File: src/stfs_pkg.sv
// Shared types, widths, codes and the microcode store for the sorted time floor search.
// No dependencies; every other file of the block but stfs_ram imports this package.
package stfs_pkg;

    // Table geometry
    localparam int TABLE_DEPTH = 1024;
    localparam int IDX_W       = $clog2(TABLE_DEPTH);
    localparam int CNT_W       = $clog2(TABLE_DEPTH + 1);

    // Field widths of the beats
    localparam int CMD_W     = 2;
    localparam int TIME_W    = 31;
    localparam int PAY_W     = 32;
    localparam int STAT_W    = 2;
    localparam int OUT_IDX_W = 10;

    // Command and status codes
    typedef enum logic [CMD_W-1:0] {
        CMD_CLEAR  = 2'd0,
        CMD_APPEND = 2'd1,
        CMD_QUERY  = 2'd2,
        CMD_NOP    = 2'd3
    } t_cmd;

    typedef enum logic [STAT_W-1:0] {
        ST_OK    = 2'd0,
        ST_EMPTY = 2'd1,
        ST_FULL  = 2'd2
    } t_status;

    // Datapath operations, one per microcode step
    typedef enum logic [3:0] {
        OP_NONE,
        OP_LATCH,
        OP_CLEAR,
        OP_APPEND,
        OP_Q_INIT,
        OP_ISSUE_LAST,
        OP_SET_LAST,
        OP_ISSUE_MID,
        OP_NARROW,
        OP_READ_PAY,
        OP_TAKE_PAY,
        OP_EMIT
    } t_op;

    // Branch conditions of the sequencer
    typedef enum logic [3:0] {
        C_NEXT,
        C_JUMP,
        C_DISPATCH,
        C_EMPTY,
        C_ONE,
        C_KEY_LE,
        C_KEY_GE,
        C_SPAN_DONE,
        C_EMIT
    } t_cond;

    // Step addresses of the microprogram
    localparam int STEP_W = 4;
    typedef logic [STEP_W-1:0] t_step;

    localparam t_step STEP_FETCH   = 4'd0;
    localparam t_step STEP_CLEAR   = 4'd1;
    localparam t_step STEP_APPEND  = 4'd2;
    localparam t_step STEP_Q_INIT  = 4'd3;
    localparam t_step STEP_Q_ONE   = 4'd4;
    localparam t_step STEP_Q_FIRST = 4'd5;
    localparam t_step STEP_Q_LAST  = 4'd6;
    localparam t_step STEP_LOOP    = 4'd7;
    localparam t_step STEP_CMP     = 4'd8;
    localparam t_step STEP_RD_PAY  = 4'd9;
    localparam t_step STEP_PAY     = 4'd10;
    localparam t_step STEP_EMIT    = 4'd11;

    typedef struct packed {
        t_op   op;
        t_cond cond;
        t_step target;
    } t_uword;

    // Status from the datapath to the sequencer
    typedef struct packed {
        logic in_fire;
        t_cmd cmd;
        logic empty;
        logic one;
        logic key_le;
        logic key_ge;
        logic span_done;
        logic out_free;
    } t_flags;

    // Microprogram: a failed condition falls through to the next step, but dispatch and emit wait on the same step
    function automatic t_uword uc_rom(input t_step step);
        t_uword w;
        unique case (step)
            STEP_FETCH:   w = '{OP_LATCH,      C_DISPATCH,  STEP_FETCH};
            STEP_CLEAR:   w = '{OP_CLEAR,      C_JUMP,      STEP_EMIT};
            STEP_APPEND:  w = '{OP_APPEND,     C_JUMP,      STEP_EMIT};
            STEP_Q_INIT:  w = '{OP_Q_INIT,     C_EMPTY,     STEP_EMIT};
            STEP_Q_ONE:   w = '{OP_NONE,       C_ONE,       STEP_RD_PAY};
            STEP_Q_FIRST: w = '{OP_ISSUE_LAST, C_KEY_LE,    STEP_RD_PAY};
            STEP_Q_LAST:  w = '{OP_SET_LAST,   C_KEY_GE,    STEP_RD_PAY};
            STEP_LOOP:    w = '{OP_ISSUE_MID,  C_SPAN_DONE, STEP_RD_PAY};
            STEP_CMP:     w = '{OP_NARROW,     C_JUMP,      STEP_LOOP};
            STEP_RD_PAY:  w = '{OP_READ_PAY,   C_NEXT,      STEP_FETCH};
            STEP_PAY:     w = '{OP_TAKE_PAY,   C_NEXT,      STEP_FETCH};
            STEP_EMIT:    w = '{OP_EMIT,       C_EMIT,      STEP_FETCH};
            default:      w = '{OP_NONE,       C_JUMP,      STEP_FETCH};
        endcase
        return w;
    endfunction

    // Entry step for each command
    function automatic t_step uc_dispatch(input t_cmd cmd);
        t_step s;
        unique case (cmd)
            CMD_CLEAR:  s = STEP_CLEAR;
            CMD_APPEND: s = STEP_APPEND;
            CMD_QUERY:  s = STEP_Q_INIT;
            CMD_NOP:    s = STEP_EMIT;
            default:    s = STEP_EMIT;
        endcase
        return s;
    endfunction

endpackage

File: src/stfs_useq.sv
// Microcode sequencer: step counter, control store lookup and branch logic.
// Depends on stfs_pkg for the control word, flags and microprogram.
module stfs_useq import stfs_pkg::*; (
    input  logic   i_clk,
    input  logic   i_rst_n,
    input  t_flags i_flags,
    output t_op    o_op
);

    t_step  r_step;
    t_step  n_step;
    t_uword w_word;

    assign w_word = uc_rom(r_step);
    assign o_op   = w_word.op;

    // Pick the next step from the branch condition of the current word
    always_comb begin
        unique case (w_word.cond)
            C_NEXT:      n_step = r_step + t_step'(1);
            C_JUMP:      n_step = w_word.target;
            C_DISPATCH:  n_step = i_flags.in_fire ? uc_dispatch(i_flags.cmd) : r_step;
            C_EMPTY:     n_step = i_flags.empty ? w_word.target : r_step + t_step'(1);
            C_ONE:       n_step = i_flags.one ? w_word.target : r_step + t_step'(1);
            C_KEY_LE:    n_step = i_flags.key_le ? w_word.target : r_step + t_step'(1);
            C_KEY_GE:    n_step = i_flags.key_ge ? w_word.target : r_step + t_step'(1);
            C_SPAN_DONE: n_step = i_flags.span_done ? w_word.target : r_step + t_step'(1);
            C_EMIT:      n_step = i_flags.out_free ? w_word.target : r_step;
            default:     n_step = STEP_FETCH;
        endcase
    end

    // Advance the step counter
    always_ff @(posedge i_clk) begin
        if (!i_rst_n) begin
            r_step <= STEP_FETCH;
        end else begin
            r_step <= n_step;
        end
    end

endmodule

File: config.mk
export PLATFORM = sky130hd
export DESIGN_NAME = stfs_useq
export DESIGN_NICKNAME = d
export VERILOG_FILES = /design/src/stfs_pkg.sv /design/src/stfs_useq.sv
export SDC_FILE = /design/constraint.sdc
export NUM_CORES = 1
export LEC_CHECK = 0
export BUFFER_PORTS_ARGS = -buffer_cell sky130_fd_sc_hd__buf_2
export CAP_MARGIN = 30
export CORE_MARGIN = 10
export CORE_UTILIZATION = 39
export DETAILED_ROUTE_END_ITERATION = 16
export GPL_ROUTABILITY_DRIVEN = 0
export PLACE_DENSITY = 0.55
export SLEW_MARGIN = 15
export SYNTH_ARGS = -nofsm -noshare
export SYNTH_HDL_FRONTEND = slang
export SYNTH_SLANG_ARGS = --single-unit
export TNS_END_PERCENT = 100
File: constraint.sdc
create_clock -name i_clk -period 3.05 [get_ports i_clk]
set_clock_uncertainty 0.1 [all_clocks]
set_input_delay 0.915 -clock i_clk [delete_from_list [all_inputs] [get_ports i_clk]]
set_output_delay 0.915 -clock i_clk [all_outputs]
set_load 0.02 [all_outputs]
# --- Word-level counts from Yosys, hierarchy flattened ---
# Memories as Yosys holds them, arrays and structs flattened. A register that Yosys moved wholly into a read port is not among the register bits.
# Index checks and enable logic that the tools add are counted.
op_classes:
  n_addsub: 1
  eq_ne: 13
  muxes: 11
  reduce_logical: 3
ops:
  columns: ["operator", "count"]
  rows:
  - ["$mux W4", 9]
  - ["$pmux W4 S9", 1]
  - ["$eq A4 B3 Y1 const B", 4]
  - ["$pmux W4 S4", 1]
  - ["$eq A4 B2 Y1 const B", 2]
  - ["$add A4 B1 Y4 const B", 1]
  - ["$eq A2 B2 Y1 const B", 2]
  - ["$eq A4 B1 Y1 const B", 1]
  - ["$eq A4 B4 Y1 const B", 1]
  - ["$logic_not A4 Y1", 1]
  - ["$ne A2 B2 Y1 const B", 2]
  - ["$eq A2 B1 Y1 const B", 1]
  - ["$logic_not A2 Y1", 1]
  - ["$reduce_and A2 Y1", 1]
word_totals:
  regBits: 4
  mem_bits_ro: 192
  out_inout_bits: 4
  memories: 1
memory_table:
  columns: ["name", "depth", "word_bits", "read_ports", "rd_clocked_by_memory_dff", "wr", "line_no", "text"]
  rows:
  - ["(no name shown)", 16, 12, 1, 1, 0, "stfs_pkg.sv:98", "unique case (step)"]

# --- Longest topological paths before layout ---
depth:
  depth_word: 6
  mapped_depth: 13
  mapped_depth_nobuf: 11

# --- Worst setup path after synthesis ---
# No wires, ideal clock.
synth_path:
  path_type: "in2reg"
  start: "input port i_flags[1] (netlist name)"
  end: "register w_word[9] (netlist name)"
  setup_time_ps: 117
  arrival_time_ps: 2558
  t_required_ps: 2833
  slack_ps: 275
  cell_stages: 9
  n_path_buf: 0
  path_cell_list: "mux2_2 -> nand3_1 -> o211ai_1 -> a221o_1 -> a22o_1 -> and2_4 -> inv_1 -> ha_1 -> a22o_1"
synth_via:
  elab_chain_len: 4
synth_lines:
  columns: ["element", "line_no", "text"]
  rows:
  - ["from (decl)", "stfs_useq.sv:6", "input t_flags i_flags,"]
  - ["$mux W4", "stfs_useq.sv:27", "C_SPAN_DONE: n_step = i_flags.span_done ? w_word.target : r_step + t_step'(1);"]
  - ["$pmux W4 S9", "stfs_useq.sv:19", "unique case (w_word.cond)"]
  - ["$mux W4 (no source line) (2 in series)", null, null]
# No other way between the ends.
# A chain may end at the register's enable or synchronous reset.

# --- Final worst setup path ---
layout_path:
  start: "input port i_flags[5] (netlist name)"
  end: "register w_word[9] (netlist name)"
layout_via:
  elab_chain_len: 4
layout_lines:
  columns: ["element", "line_no", "text"]
  rows:
  - ["$mux W4", "stfs_useq.sv:23", "C_EMPTY: n_step = i_flags.empty ? w_word.target : r_step + t_step'(1);"]
  - ["$pmux W4 S9", "stfs_useq.sv:19", null]
  - ["$mux W4 (no source line) (2 in series)", null, null]
# No other way between the ends.

==> run metrics <==
run status=finished, final reports clean; Layout Cells excl Fill=195; RR Startpoint=w_word[5]; CP cell instances=buf_2 > nand2b_1 > a31oi_2 > o211ai_1 > a221o_1 > a22o_1 > and2_4 > inv_1 > ha_1 > a22o_1; Initial DRC Count=60; Hold Crit Depth=2; WL final=2.76 mm; Initial Util=0.405; min cycle time layout=2790 ps; Routed Antenna Nets=0; final HPWL from detailed placement=2.21 mm; Gate power share=0.607; Pleak=0.000601 uW; Seq/Total Area, Yosys=0.261; cell repeated most along the worst path=a22o_1; I/O pins=15; initial antenna violation count=0; ys async rst share=0; Final period util=0.915; die footprint=0.00579 sq mm; Worst Hold Path EP=r_step[3]; Core Area=0.00303 sq mm; flip-flop and latch area=320 sq um; R2R Setup Slk=340 ps; share of cells above drive strength 1=0.338; num rows=20; Post-CTS Resized=0; RSZ-0062 raised after global routing=false; max_slew headroom=0.621; Max FO, Critical Path=4; Mean Syn Cell Area=9.08 sq um; FF+latch count, synth=16; Seq pwr share=0.287; die height=76.1 um; latest clock arrival within the worst-skew pair=280 ps; Residual DRC=0; P_int=731 uW; peak supply drop=0.000500 V; max cap viols=0; Fin. Hold Viols=0; Slew @ Worst Pin=567 ps; vias=1035; R2R Path End=w_word[9]; Fmax=358 MHz; Clock Root Buffer=clkbuf_4; CTS sink cnt=16; Post-Place Cells=191; wire length per cell=14.2 um; sw power=545 uW; Tightest Hold Check Type=flip-flop to flip-flop; Fill cells=288; first-pass GRT wire length=4.64 mm; H-tree depth reported by CTS=1; PortBufs=14; Critical Path AT=2870 ps; CP max stage cell=a221o_1; Yosys cell types=57; Area Overhead vs Synth=10.9%; # hold bufs at CTS=0; post-CTS setup buffers=0; global route overflow=0; Req. time, crit path=3130 ps; vias per cell=5.31; Worst-path clk slew=90 ps; vias in the first global route=1018; synth warn=0; Switching Share=0.427; Layout Nets=168; # diodes=0; die width=76.1 um; clock share of power=0.106; critical path's largest stage delay=360 ps; footprint of the multi-input gates=785 sq um; pwr dens=938 mW/mm^2; Worst setup EP type=flip-flop; worst reg-to-reg path cell count=9; DRT Pass-1 Iters=4; syn nets=151; gr usage total=0.0930; Netlist Area Pre-Place=0.00123 sq mm; deepest clock path buffer count=2; WS Path Type=primary input to flip-flop; TritonCTS Buffers=3; largest net degree at the start of global routing=15; CP Launch Type=primary input; start point of the worst hold path=w_word[3]; final setup fails=0; hold slack final=540 ps; Post-synth EDFFs=0; Cells after Synth=135; ys flop type=dfxtp_1; CTS tree=yes; most frequent cells in the layout=dfxtp_1 (16), buf_2 (14), inv_1 (8), buf_4 (8); most common cell after layout, fill and taps aside=dfxtp_1; max-slew violation count=0
critical path, delay by kind of cell:
kind | cells | cell delay (ps)
AO/OA/AOI/OAI | 5 | 1190
AND/OR/NAND/NOR | 2 | 330
adder cells (fa/ha/maj) | 1 | 250
buffers and inverters | 2 | 190
Yosys cell counts (2+ instances only):
library cell,count,area share
dfxtp_1,16,0.26
inv_1,8,0.024
nand2_1,6,0.018
nor2_1,6,0.018
buf_4,5,0.031
ha_1,5,0.051
buf_6,4,0.037
nand3_1,4,0.016
nor3b_1,4,0.024
a21oi_1,3,0.012
a22o_1,3,0.021
a31oi_1,3,0.015
nand2b_1,3,0.015
nor2b_1,3,0.015
o21ai_0,3,0.012
o21ai_1,3,0.012
xor2_1,3,0.021
a2111oi_2,2,0.024
a211o_1,2,0.014
a211oi_1,2,0.012
and2_2,2,0.012
and3b_2,2,0.016
mux2_2,2,0.018
nand3b_1,2,0.012
nand4_1,2,0.010
nor3b_2,2,0.020
o21a_1,2,0.012
o21ai_2,2,0.014
o22ai_1,2,0.010
or2_1,2,0.010
flip-flops by register name (all words and copies together) (netlist names):
name / cells
r_step: 4
w_word: 12
cell type report:
type	count	area share
clock buffers	4	0.0267
multi-input cells	100	0.577
inverters	9	0.0248
repair buffers	22	0.0957
well taps	44	0.0405
flip-flops and latches	16	0.236
how the worst max path moves through the flow:
stage	startpoint	to	slack [ps]	cells past startpoint
5_1_grt	w_word[5]	w_word[4]	160	10
6_report	i_flags[5]	w_word[9]	260	10
3_3_place_gp	i_flags[5]	w_word[9]	20	10
4_1_cts	i_flags[5]	w_word[9]	280	10
2_1_floorplan	i_flags[1]	w_word[9]	280	9
3_5_place_dp	i_flags[5]	w_word[9]	-6	10
metal layers:
| layer | vias up | part of all wire | GRT usage |
|---|---|---|---|
| met4 | 0 | 0.011 | 0.0260 |
| met3 | 4 | 0.039 | 0.0212 |
| met1 | 485 | 0.46 | 0.116 |
| met2 | 23 | 0.49 | 0.156 |
| met5 | - | 0 | 0 |
| li1 | 523 | - | - |
per-stage QoR:
step | total power, uW | setup TNS [ps] | setup slack (ps) | utilization | instance area (sq um)
finish | 1280 | 0 | 259 | 0.449 | 1360
global route | 1370 | 0 | 160 | 0.449 | 1360
CTS | 1280 | 0 | 275 | 0.449 | 1360
detailed placement | 1140 | -5.69 | -5.69 | 0.437 | 1320
global placement | 1140 | 0 | 15.4 | 0.437 | 1320
floorplan | 992 | 0 | 275 | - | 1230
power groups by stage:
stage	clock (uW)	sequential [uW]	combinational (uW)
6_report	136	366	774
5_1_grt	144	377	854
4_1_cts	136	365	775
3_5_place_dp	0	369	768
3_3_place_gp	0	367	770
2_1_floorplan	0	329	663
kinds of logic after synthesis:
kind of cell	count (synthesis)	share of synthesized area
flip-flops	16	0.261
XOR/XNOR	3	0.0214
AO/OA/AOI/OAI	41	0.284
AND/OR/NAND/NOR	47	0.245
multiplexers	4	0.0388
adder cells (fa/ha/maj)	5	0.0510
buffers and inverters	19	0.0990
No activity file was read; power rests on OpenSTA's default activity.
